### config.mk
export PLATFORM = sky130hd
export DESIGN_NAME = priority_interrupt_controller_core
export DESIGN_NICKNAME = d
export VERILOG_FILES = /design/src/hw/rtl/pic_pkg.sv /design/src/hw/rtl/priority_interrupt_controller_core.sv
export SDC_FILE = /design/constraint.sdc
export NUM_CORES = 1
export LEC_CHECK = 0
export BUFFER_PORTS_ARGS = -buffer_cell sky130_fd_sc_hd__buf_2
export CORE_AREA = 2 2 155 112
export CTS_BUF_LIST = sky130_fd_sc_hd__clkbuf_16
export DETAILED_ROUTE_END_ITERATION = 7
export DIE_AREA = 0 0 157 114
export GPL_TIMING_DRIVEN = 1
export PLACE_DENSITY = 0.6
export SYNTH_ARGS = -nofsm -noshare
export SYNTH_HDL_FRONTEND = slang
export SYNTH_SLANG_ARGS = --single-unit
### constraint.sdc
create_clock -name clock -period 2.63 [get_ports clock]
set_input_delay 0.789 -clock clock [delete_from_list [all_inputs] [get_ports clock]]
set_output_delay 0.789 -clock clock [all_outputs]
set_load 0.01 [all_outputs]
### src/hw/rtl/pic_pkg.sv
// ----------------------------------------------------------------------------
// pic_pkg: shared definitions for the priority interrupt controller
// Operation codes, register offsets, line widths and the item layouts.
// ----------------------------------------------------------------------------
package pic_pkg;

   localparam int NUM_LINES = 15;
   localparam int LINE_W    = NUM_LINES + 1;   // bit 0 unused, bits 1..NUM_LINES
   localparam int LNUM_W    = 4;
   localparam int RDATA_W   = 16;

   localparam logic [1:0] OP_READ  = 2'd0;
   localparam logic [1:0] OP_WRITE = 2'd1;
   localparam logic [1:0] OP_TICK  = 2'd2;

   localparam logic [7:0] OFF_LEVEL   = 8'd0;
   localparam logic [7:0] OFF_PENDING = 8'd4;
   localparam logic [7:0] OFF_FORCE   = 8'd8;
   localparam logic [7:0] OFF_CLEAR   = 8'd12;
   localparam logic [7:0] OFF_STAT0   = 8'd16;
   localparam logic [7:0] OFF_STAT1   = 8'd20;
   localparam logic [7:0] OFF_MASK    = 8'd64;

   // Valid line bits: 1..NUM_LINES
   localparam logic [LINE_W-1:0] LINE_MASK = {{(LINE_W-1){1'b1}}, 1'b0};
   // The top line cannot be masked
   localparam logic [LINE_W-1:0] TOP_LINE  = {1'b1, {(LINE_W-1){1'b0}}};

   typedef struct packed {
      logic [1:0]  op;
      logic [7:0]  addr;
      logic [31:0] wdata;
   } req_item_type;

   typedef struct packed {
      logic              irq_valid;
      logic [LNUM_W-1:0] irq_line;
      logic              bus_error;
      logic [RDATA_W-1:0] rdata;
   } rsp_item_type;

endpackage

### src/hw/rtl/priority_interrupt_controller_core.sv
// ----------------------------------------------------------------------------
// priority_interrupt_controller_core: 15-line two-level interrupt controller
//
// Items arrive on the req_ stream: req_tuser carries the operation (read,
// write or tick), req_tdata the register offset and write data. Every item
// produces exactly one item on the rsp_ stream with the read data, a bus
// error flag and, for a tick, the selected interrupt line.
// An accepted item is held in the input register; decode, register
// update and priority selection work on it there and the result is
// registered in the result register, from which it is offered on rsp_.
// Throughput is one item per cycle while rsp_tready stays high: the input
// register takes a new item whenever its current item moves into the
// result register. The whole priority encode over the 15 lines is
// combinational logic between those two registers.
// When the receiver holds rsp_tready low, the result register holds its
// item, the input register fills, and req_tready drops until room frees.
// Reset clears the level, pending, force, mask and last-clear registers
// and empties both stages.
// ----------------------------------------------------------------------------
module priority_interrupt_controller_core (
   input  logic        clock,
   input  logic        reset,
   input  logic        req_tvalid,
   output logic        req_tready,
   input  logic [39:0] req_tdata,   // [7:0] addr, [39:8] wdata
   input  logic [1:0]  req_tuser,   // [1:0] op
   output logic        rsp_tvalid,
   input  logic        rsp_tready,
   output logic [23:0] rsp_tdata    // [15:0] rdata, [16] bus_error, [17] irq_valid,
                                    // [21:18] irq_line, [23:22] zero
);

   localparam int LW = pic_pkg::LINE_W;

   logic                    item_valid_ff, item_valid_in;
   pic_pkg::req_item_type   item_ff, item_in;
   logic                    rsp_valid_ff, rsp_valid_in;
   pic_pkg::rsp_item_type   rsp_ff, rsp_in;

   logic [LW-1:0] level_ff,   level_in;
   logic [LW-1:0] pending_ff, pending_in;
   logic [LW-1:0] force_ff,   force_in;
   logic [LW-1:0] mask_ff,    mask_in;
   logic [LW-1:0] clear_ff,   clear_in;

   logic          accept_in_item;
   logic          advance;
   logic [LW-1:0] wdata_lim;
   logic [LW-1:0] hit_force;
   logic [LW-1:0] active;
   logic [LW-1:0] high_set;
   logic [LW-1:0] pick_set;
   logic          line_ok;

   function automatic logic [pic_pkg::LNUM_W-1:0] highest_line(input logic [LW-1:0] set);
      logic [pic_pkg::LNUM_W-1:0] n;
      n = '0;
      for (int i = 1; i < LW; i++) begin
         if (set[i]) begin
            n = pic_pkg::LNUM_W'(i);
         end
      end
      return n;
   endfunction

   assign advance        = item_valid_ff && (!rsp_valid_ff || rsp_tready);
   assign req_tready     = !item_valid_ff || advance;
   assign accept_in_item = req_tvalid && req_tready;

   always_comb begin
      item_in.op    = req_tuser;
      item_in.addr  = req_tdata[7:0];
      item_in.wdata = req_tdata[39:8];
      if (accept_in_item) begin
         item_valid_in = 1'b1;
      end else if (advance) begin
         item_valid_in = 1'b0;
      end else begin
         item_valid_in = item_valid_ff;
      end
   end

   assign wdata_lim = item_ff.wdata[LW-1:0] & pic_pkg::LINE_MASK;
   assign hit_force = wdata_lim & force_ff;
   assign line_ok   = (item_ff.wdata[31:pic_pkg::LNUM_W] == '0)
                      && (item_ff.wdata[pic_pkg::LNUM_W-1:0] != '0);
   assign active    = (pending_ff | force_ff) & (mask_ff | pic_pkg::TOP_LINE)
                      & pic_pkg::LINE_MASK;
   assign high_set  = active & level_ff;
   assign pick_set  = (high_set != '0) ? high_set : active;

   always_comb begin
      level_in   = level_ff;
      pending_in = pending_ff;
      force_in   = force_ff;
      mask_in    = mask_ff;
      clear_in   = clear_ff;
      rsp_in     = '0;

      unique case (item_ff.op)
         pic_pkg::OP_READ: begin
            unique case (item_ff.addr)
               pic_pkg::OFF_LEVEL:   rsp_in.rdata = pic_pkg::RDATA_W'(level_ff);
               pic_pkg::OFF_PENDING: rsp_in.rdata = pic_pkg::RDATA_W'(pending_ff);
               pic_pkg::OFF_FORCE:   rsp_in.rdata = pic_pkg::RDATA_W'(force_ff);
               pic_pkg::OFF_CLEAR:   rsp_in.rdata = pic_pkg::RDATA_W'(clear_ff);
               pic_pkg::OFF_STAT0,
               pic_pkg::OFF_STAT1:   rsp_in.rdata = '0;
               pic_pkg::OFF_MASK:    rsp_in.rdata = pic_pkg::RDATA_W'(mask_ff);
               default:              rsp_in.bus_error = 1'b1;
            endcase
         end
         pic_pkg::OP_WRITE: begin
            unique case (item_ff.addr)
               pic_pkg::OFF_LEVEL: level_in = wdata_lim;
               pic_pkg::OFF_PENDING: begin
                  // Out-of-range line numbers are dropped silently
                  if (line_ok) begin
                     pending_in[item_ff.wdata[pic_pkg::LNUM_W-1:0]] = 1'b1;
                  end
               end
               pic_pkg::OFF_FORCE: force_in = wdata_lim;
               pic_pkg::OFF_CLEAR: begin
                  // Clear the force bit where set, else the pending bit
                  clear_in   = wdata_lim;
                  force_in   = force_ff & ~hit_force;
                  pending_in = pending_ff & ~(wdata_lim & ~hit_force);
               end
               pic_pkg::OFF_STAT0,
               pic_pkg::OFF_STAT1: ;
               pic_pkg::OFF_MASK: mask_in = wdata_lim;
               default:           rsp_in.bus_error = 1'b1;
            endcase
         end
         pic_pkg::OP_TICK: begin
            rsp_in.irq_line  = highest_line(pick_set);
            rsp_in.irq_valid = (pick_set != '0);
         end
         default: ;
      endcase
   end

   always_comb begin
      if (advance) begin
         rsp_valid_in = 1'b1;
      end else if (rsp_tready) begin
         rsp_valid_in = 1'b0;
      end else begin
         rsp_valid_in = rsp_valid_ff;
      end
   end

   always_ff @(posedge clock) begin
      if (reset) begin
         item_valid_ff <= 1'b0;
         rsp_valid_ff  <= 1'b0;
         level_ff      <= '0;
         pending_ff    <= '0;
         force_ff      <= '0;
         mask_ff       <= '0;
         clear_ff      <= '0;
      end else begin
         item_valid_ff <= item_valid_in;
         rsp_valid_ff  <= rsp_valid_in;
         // Commit register updates only as the item leaves the input stage
         if (advance) begin
            level_ff   <= level_in;
            pending_ff <= pending_in;
            force_ff   <= force_in;
            mask_ff    <= mask_in;
            clear_ff   <= clear_in;
         end
      end
   end

   always_ff @(posedge clock) begin
      if (accept_in_item) begin
         item_ff <= item_in;
      end
      if (advance) begin
         rsp_ff <= rsp_in;
      end
   end

   assign rsp_tvalid = rsp_valid_ff;
   assign rsp_tdata  = {2'b00, rsp_ff.irq_line, rsp_ff.irq_valid,
                        rsp_ff.bus_error, rsp_ff.rdata};

endmodule

==> impl_metrics.toml, run 1 <==
[status]
status = "complete, no violations"

[worst_setup_path]
worst-path-max-fanout = 20
r2r_slack_ps = 90
timing.critical_path.from_type = "flip-flop"
crit_path_top_delay_cell = "or4b_4"
cp.arrival_ps = 2710
crit_chain = "o211ai_1, nand4_2, nor4_4, buf_12, o221ai_2, or4b_4, o41a_1"
end_kind = "flip-flop"
path_class = "flip-flop to flip-flop"
path_buf_inv = 1
critical_path.top_delay_family = "compound AO/OA/AOI/OAI gates"
max_stage_delay_ps = 520
worstPathRequired_ps = 2800

[synth]
synth-main-ff-cell = "dfxtp_1"
ys_ff_latch = 142
async_flop_share_pct = 0
synth_edf_count = 64
synth.distinct_cells = 61
yosysWarningCount = 0
netlist_instances = 634
syn_area_per_cell_um2 = 10.15
ys_seq_area_share_pct = 54.13
netlist_area_um2 = 6435

[power_and_ir_drop]
powerDensity_nw_per_um2 = 622.0
p_leak_nw = 2.826
max-vdd-ir-drop_uv = 462.3

[routing]
wirelength_mm = 19.39
vias = 5512
drt_iter0_drc = 656
drcViolationCount = 0
viasPerCell = 5.630
wl_per_cell_um = 19.81
ant_nets = 0
first_pass_iters = 5

[clock_tree]
numCtsBuffers = 17
clk-insertion-delay-late_ps = 420
h-tree-depth = 4
ctsHoldBuffers = 0
clock-sinks = 142
cts_tree = "done"
clk_pin_slew_worst_paths_ps = 60
cts_max_path_buffers = 2
root_buffer = "clkbuf_16"

[floorplanning]
core_um2 = 16570
start_util_pct = 38.84
fp-row-count = 40
die_area_um2 = 17900
die_y_um = 114
die_w_um = 157
num_io_pins = 72

[worst_hold_path]
hp-class = "flip-flop to flip-flop"

[sta]
skew_ps = 7.829
finalHoldViolCount = 0
setup_violations = 0
tightest_slew_ps = 655.6
relSlewSlack_pct = 55.83
fin_crit_ps = 2542
rsz0062_at_grt = "no"
finalMaxSlewViolations = 0
post-route-period-util_pct = 96.65
fmax_mhz = 393.4
tns_ps = 0

[grt]
grt_pass1_wl_mm = 30.37
grt_pass1_vias = 5240
antenna_found_initial = 0
track_usage_pct = 22.73
grt_max_degree = 41
grt-ovfl-total = 0

[cells_and_area]
drive_gt1_share_pct = 26.20
final_core_util_pct = 47.67
layout.nets = 781
diodes = 0
area_growth_pct = 22.73

[placement]
place_congestion = 0.9243
port_buffers = 69
dp_hpwl_mm = 13.40

[job]
cap_violations = 0
[layout make-up]
type	count	area, um^2
fill	1532	8668
inverter	1	3.754
timing repair buffer	122	805.8
clock buffer	17	425.4
sequential	142	3483
clock inverter	15	130.1
multi-input combinational	451	2760
tap	231	289.0
[synthesized netlist by cell type, drive strengths merged (3+ instances only)]
cell type,number,area share [%]
nand2,89,5.2
dfxtp,78,24
a21oi,67,5.2
edfxtp,64,30
nor2,61,3.6
o21ai,36,2.8
clkbuf,26,1.5
nor2b,23,2.2
a22oi,16,1.9
a221oi,15,2.0
buf,15,1.6
mux2,15,2.6
mux2i,14,2.2
o211ai,11,1.3
nand4,10,1.4
nor3,10,1.2
nor4,10,1.3
nand2b,8,0.78
nand3,7,0.54
nand3b,6,0.70
o221a,6,1.2
o221ai,6,0.91
o21a,5,0.58
a211oi,4,0.54
and3,4,0.47
a31oi,3,0.29
and2,3,0.29
[logic make-up after synthesis]
logic type	share of synthesized area, %
AOI/OAI and AO/OA	19.06
buffers and inverters	3.189
DFF	54.13
muxes	4.803
other	0.05828
and+or+nand+nor	18.76
[what timing repair did]
action                     4_1_cts  5_1_grt
gates resized for setup          1        0
setup endpoints to repair        1        0
buffers inserted                 0        0
[worst register-to-register path, delay by kind of cell (launching register included)]
family	cells	cell delay (ps)
DFF	1	420
AOI/OAI and AO/OA	3	940
buffers and inverters	1	160
and+or+nand+nor	3	780
[report_power, final]
part           switching [W]  total [W]  internal (W)
clock                0.00105    0.00228       0.00124
sequential         0.0000400    0.00241       0.00237
combinational       0.000138   0.000224     0.0000857
[routing by layer]
metal	share of wire, %	track usage (%)	vias to the layer above	routed length, um
met3	9.0	4.407	32	1745
met2	41	31.84	281	7970
met1	48	34.96	2644	9369
met4	1.6	7.278	0	308
met5	0	0	-	0
li1	-	-	2555	-
[metrics by stage]
stage | std cells | cell area (um^2) | hold slack, ps | setup slack, ps | power [W]
detailed placement | 947 | 7336 | 456.5 | 9.875 | 0.002677
floorplan | 635 | 6439 | 429.4 | 198.4 | 0.002551
CTS | 979 | 7898 | 464.9 | 118.0 | 0.004929
global route | 979 | 7898 | 491.9 | 25.36 | 0.005068
global placement | 947 | 7336 | 446.0 | 110.4 | 0.002671
finish | 979 | 7898 | 465.4 | 88.16 | 0.004912
[registers in the layout, indices dropped and copies added (netlist names)]
register and count:
rsp_tvalid 1, clear_ff 15, item_valid_ff 1, mask_ff 15, level_ff 15, item_ff 42
force_ff 15, pending_ff 16, rsp_tdata 22
[path summary, 6_finish.rpt]
| check | start | end | depth (start not counted) |
|---|---|---|---|
| setup / recovery | level_ff[10] | rsp_tdata[17] | 7 |
| setup reg to reg | level_ff[10] | rsp_tdata[17] | 7 |
| hold / removal | pending_ff[0] | pending_ff[0] | 1 |
| hold reg to reg | pending_ff[0] | pending_ff[0] | 1 |
[placed cells by master (no fill, tap or decap), types with 4 or more instances in the layout]
master,n
clkbuf_16,17
a21oi_1,67
buf_2,69
a22oi_1,16
nor2_1,60
inv_6,5
mux2_2,15
nand3_1,7
clkinvlp_4,5
nand2b_1,8
o21ai_0,33
o21a_1,5
nor2b_1,22
nand2_1,89
mux2i_1,14
buf_12,5
edfxtp_1,64
nand3b_1,6
buf_4,48
nand4_1,7
o221a_2,5
a221oi_1,15
o221ai_1,4
dfxtp_1,78
nor4_1,8
nor3_1,6
o211ai_1,11
Power figures use the tool's default switching activity.
==> run 2, diff against run 1 <==
--- a/config.mk
+++ b/config.mk
@@ -7,2 +7,3 @@
 export LEC_CHECK = 0
+export ABC_CLOCK_PERIOD_IN_PS = 2630
 export BUFFER_PORTS_ARGS = -buffer_cell sky130_fd_sc_hd__buf_2
@@ -14,2 +15,3 @@
 export PLACE_DENSITY = 0.6
+export RECOVER_POWER = 25
 export SYNTH_ARGS = -nofsm -noshare
==> constraint.sdc (replaced) <==
create_clock -name clock -period 2.63 [get_ports clock]
set_input_delay 0.3945 -clock clock [delete_from_list [all_inputs] [get_ports clock]]
set_output_delay 0.3945 -clock clock [all_outputs]
set_load 0.01 [all_outputs]
==> run 2 against run 1 <==
Sequential power barely moved. Die area did not move. Global-route usage fell by 0.17 points. Sequential share of layout area rose by 0.20 points. Routed wire length rose by 0.67%. Register-to-register slack improved by 50 ps. Hold slack got worse by 330 ps. Critical endpoint unchanged.
==> impl_metrics.toml, run 2 (synthesis results as in run 1) <==
[clock_tree]
h-tree-depth = 4
clock-sinks = 142
cts_max_path_buffers = 2
numCtsBuffers = 17
cts_setup_buffers = 0
clk-insertion-delay-late_ps = 430
ctsHoldBuffers = 0
cts_tree = "done"
cts-resized-gates = 0
clk_pin_slew_worst_paths_ps = 70
root_buffer = "clkbuf_16"

[worst_setup_path]
r2r_slack_ps = 140
path_class = "flip-flop to flip-flop"
end_kind = "flip-flop"
worstReg2RegStart = "force_ff[10]"
cp.arrival_ps = 2660
timing.critical_path.from_type = "flip-flop"
worst-path-max-fanout = 8
worstRegToRegCells = 7
r2r-end = "rsp_tdata[17]"
worstPathRequired_ps = 2800

[routing]
wirelength_mm = 19.52
viasPerCell = 5.597
drcViolationCount = 0
first_pass_iters = 5
wl_per_cell_um = 20.02
ant_nets = 0
vias = 5457
drt_iter0_drc = 509

[sta]
relSlewSlack_pct = 18.51
tightest_slew_ps = 1222
finalHoldViolCount = 0
post-route-period-util_pct = 94.77
fin_crit_ps = 2493
tns_ps = 0
fmax_mhz = 401.2
setup_violations = 0
finalMaxSlewViolations = 0
rsz0062_at_grt = "no"
skew_ps = 11.74

[floorplanning]
fp-row-count = 40
die_w_um = 157
core_um2 = 16570
die_area_um2 = 17900
num_io_pins = 72
die_y_um = 114
start_util_pct = 38.84

[cells_and_area]
area_growth_pct = 22.19
final_core_util_pct = 47.46
drive_gt1_share_pct = 25.27
layout.nets = 777
stdcell_count = 975
final_common_cell = "nand2_1"
nFillCells = 1513
diodes = 0
final_cell_mix = "nand2_1 (89), dfxtp_1 (78), buf_2 (68)"
regMostFlops = "item_ff"
largest_register_ff_count = 42

[job]
cap_violations = 0

[grt]
grt_pass1_vias = 5156
grt-ovfl-total = 0
grt_pass1_wl_mm = 30.08
track_usage_pct = 22.56
grt_max_degree = 43
antenna_found_initial = 0

[worst_hold_path]
min_from = "req_tdata[5]"
hold_path_depth = 1
hp-class = "input pin to flip-flop"
hold_end = "item_ff[37]"

[power_and_ir_drop]
p_leak_nw = 2.812
powerDensity_nw_per_um2 = 641.1
max-vdd-ir-drop_uv = 383.9

[placement]
port_buffers = 69
place_congestion = 0.9717
dp.cells = 943
dp_hpwl_mm = 13.88

[status]
status = "complete, no violations"
## run 2: cell count changes in the layout (fill, tap and decap cells not counted), moves of 2 or more
cell	delta
buf_4	-3
clkinvlp_4	-3
buf_12	-2
bufinv_16	+2
clkbuf_1	+2
clkinv_2	+2
inv_6	-2
## run 2: worst max path at each step
stage                         from  cells after the start              to
floorplan           pending_ff[11]                      7   rsp_tdata[17]
global placement    pending_ff[11]                      7   rsp_tdata[17]
detailed placement    level_ff[10]                      7   rsp_tdata[17]
CTS                 pending_ff[11]                      7   rsp_tdata[17]
global route           item_ff[39]                      8  pending_ff[10]
finish                force_ff[10]                      7   rsp_tdata[17]
## run 2: power breakdown
| part | switching (W) | internal [W] |
|---|---|---|
| logic | 0.000138 | 0.0000796 |
| clock network | 0.00101 | 0.00141 |
| registers | 0.0000395 | 0.00237 |
| total | 0.00118 | 0.00386 |
## run 2: metal layers
metal / vias up / track usage [%] / part of all wire (%)
li1: 2537 / - / -
met1: 2608 / 33.44 / 47
met2: 292 / 30.70 / 41
met3: 20 / 7.485 / 11
met4: 0 / 7.217 / 1.1
met5: - / 0 / 0
## run 2: final cells by class
cell class	count	area [um^2]	area share (%)
flip-flops and latches	142	3483	44.30
multi-input cells	451	2754	35.03
repair buffers	118	745.7	9.484
clock buffers	17	425.4	5.411
well taps	231	289.0	3.676
clock inverters	15	161.4	2.053
inverters	1	3.754	0.04774
## run 2: critical path: stages, from the launching register on
cell and delay, ps:
dfxtp_1 420, o211ai_1 190, nand4_2 170, nor4_4 60
buf_4 160, o221a_2 250, or4b_4 540, o41a_1 430
## run 2: through the flow
step           setup WS [ps]  power (W)  area [um^2]  hold slack [ps]
2_1_floorplan          388.0   0.002551         6439            429.4
3_3_place_gp           212.4   0.002666         7281            446.3
3_5_place_dp           172.3   0.002673         7281            457.0
4_1_cts                155.2   0.005067         7868            131.7
5_1_grt                38.51   0.005188         7863            125.5
6_report               137.4   0.005041         7863            138.2
==> run 3, diff against run 2 <==
- ABC_CLOCK_PERIOD_IN_PS: 2630 -> 2000
- PLACE_DENSITY: 0.6 -> 0.62
- clock period: 2.63 -> 2 ns (I/O delays scaled with it)
==> run 3 against run 2 <==
Final area grew 22%. Non-clock buffer count grew 108. The flow now finishes with violations (setup timing). Critical endpoint is now rsp_tdata[18]. Global-route usage grew 2.1 points. Critical path depth grew 1.
==> impl_metrics.toml, run 3 (synthesis results as in run 1) <==
[worst_hold_path]
min_from = "req_tdata[0]"
hp-class = "input pin to flip-flop"
hold_path_depth = 1

[floorplanning]
die_w_um = 157
die_area_um2 = 17900
die_y_um = 114
start_util_pct = 38.84
fp-row-count = 40
num_io_pins = 72
core_um2 = 16570

[routing]
wl_per_cell_um = 21.30
first_pass_iters = 5
drt_iter0_drc = 597
viasPerCell = 5.800
drcViolationCount = 0
wirelength_mm = 23.07
vias = 6281
ant_nets = 0

[clock_tree]
numCtsBuffers = 17
clk-insertion-delay-late_ps = 420
cts_max_path_buffers = 2
cts_tree = "done"
root_buffer = "clkbuf_16"
clk_pin_slew_worst_paths_ps = 70
h-tree-depth = 4
clock-sinks = 142

[power_and_ir_drop]
pwr-share-clk_pct = 48.7
seq_power_share_pct = 45.7
max-vdd-ir-drop_uv = 525.4
p_leak_nw = 3.672
switching_share_pct = 22.71
powerDensity_nw_per_um2 = 717.5
comb_power_share_pct = 5.6
p_int_w = 0.005325
p_total_w = 0.006889
power.switching_w = 0.001564

[sta]
finalHoldViolCount = 0
rsz0062_at_grt = "yes"
skew_ps = 13.30
finalMaxSlewViolations = 0
post-route-period-util_pct = 121.5
timing.hold.ws_ps = 49.65
fin_ws_ps = -429.1
fin_crit_ps = 2429
tns_ps = -12040
tightest_slew_ps = 705.5
setup_violations = 81
fmax_mhz = 411.7
relSlewSlack_pct = 52.87

[worst_setup_path]
crit_path_top_delay_cell = "nor4_4"
worstReg2RegStart = "pending_ff[10]"
crit_cells = 8
worst-path-max-fanout = 5
worstRegToRegCells = 8
timing.critical_path.from_type = "flip-flop"
r2r_slack_ps = -430
critical_path.top_delay_family = "compound AO/OA/AOI/OAI gates"
startpoint = "pending_ff[10]"
path_class = "flip-flop to flip-flop"
path_buf_inv = 1
max_stage_delay_ps = 450
end_kind = "flip-flop"
crit_chain = "o211ai_1, nand4_2, nor4_4, buf_6, o221ai_2, a21boi_0, o31a_1, o21ai_2"
cp.arrival_ps = 2590
worstPathRequired_ps = 2160

[cells_and_area]
finalInstanceArea_um2 = 9602
final_cell_mix = "buf_4 (121), dfxtp_1 (71), buf_2 (68)"
regMostFlops = "item_ff"
diodes = 0
layout.nets = 885
area_growth_pct = 49.21
largest_register_ff_count = 42
final_core_util_pct = 57.96
drive_gt1_share_pct = 47.30
final_common_cell = "buf_4"

[placement]
place_area_um2 = 8011
dp_hpwl_mm = 14.96
port_buffers = 69
place_congestion = 0.9543

[grt]
grt_max_degree = 79
grt_pass1_vias = 6017
grt-ovfl-total = 0
track_usage_pct = 24.62
grt_pass1_wl_mm = 33.31
antenna_found_initial = 0

[status]
status = "finished, violations left"
violations = "setup timing"

[job]
cap_violations = 0
-- run 3: changes by cell type in the layout (fill, tap and decap cells not counted), sizes merged --
cell	previous run	this run
buf	116	220
clkinv	7	4
clkbuf	19	26
-- run 3: metrics by stage --
step | setup WS (ps) | instances
2_1_floorplan | -89.56 | 635
3_3_place_gp | -267.2 | 1031
3_5_place_dp | -327.7 | 1031
4_1_cts | -293.7 | 1068
5_1_grt | -477.3 | 1083
6_report | -429.1 | 1083
-- run 3: routing by layer --
layer  up-vias  GRT usage (%)  wire, um
met5         -              0         0
met4         0          8.869       651
met3        57          6.915      2492
met2       401          36.05     10120
met1      3053          34.79      9809
li1       2770              -         -
-- run 3: power groups by stage --
stage | Clock (W) | Combinational [W] | Sequential (W)
after floorplan | 0 | 0.000124 | 0.00323
after global placement | 0 | 0.000339 | 0.00320
after detailed placement | 0 | 0.000345 | 0.00321
after CTS | 0.00338 | 0.000360 | 0.00314
after global routing | 0.00351 | 0.000413 | 0.00315
final | 0.00335 | 0.000387 | 0.00315
-- run 3: final timing paths --
kind / endpoint
setup / recovery: rsp_tdata[18]
hold / removal: item_ff[32]
setup reg to reg: rsp_tdata[18]
hold reg to reg: pending_ff[0]
-- run 3: final cells by class --
cell class / instances / area [um^2]
clock inverter: 12 / 131.4
tap: 231 / 289.0
clock buffer: 20 / 500.5
multi-input combinational: 451 / 3359
timing repair buffer: 226 / 1826
inverter: 1 / 3.754
fill: 1335 / 6964
sequential: 142 / 3492
-- run 3: what timing repair did --
action                     in CTS  in global routing
gates resized for setup        87                101
hold buffers                    0                  0
pin swaps                      41                 45
buffers inserted                6                 12
gates cloned                    1                  6
setup endpoints to repair      64                 95
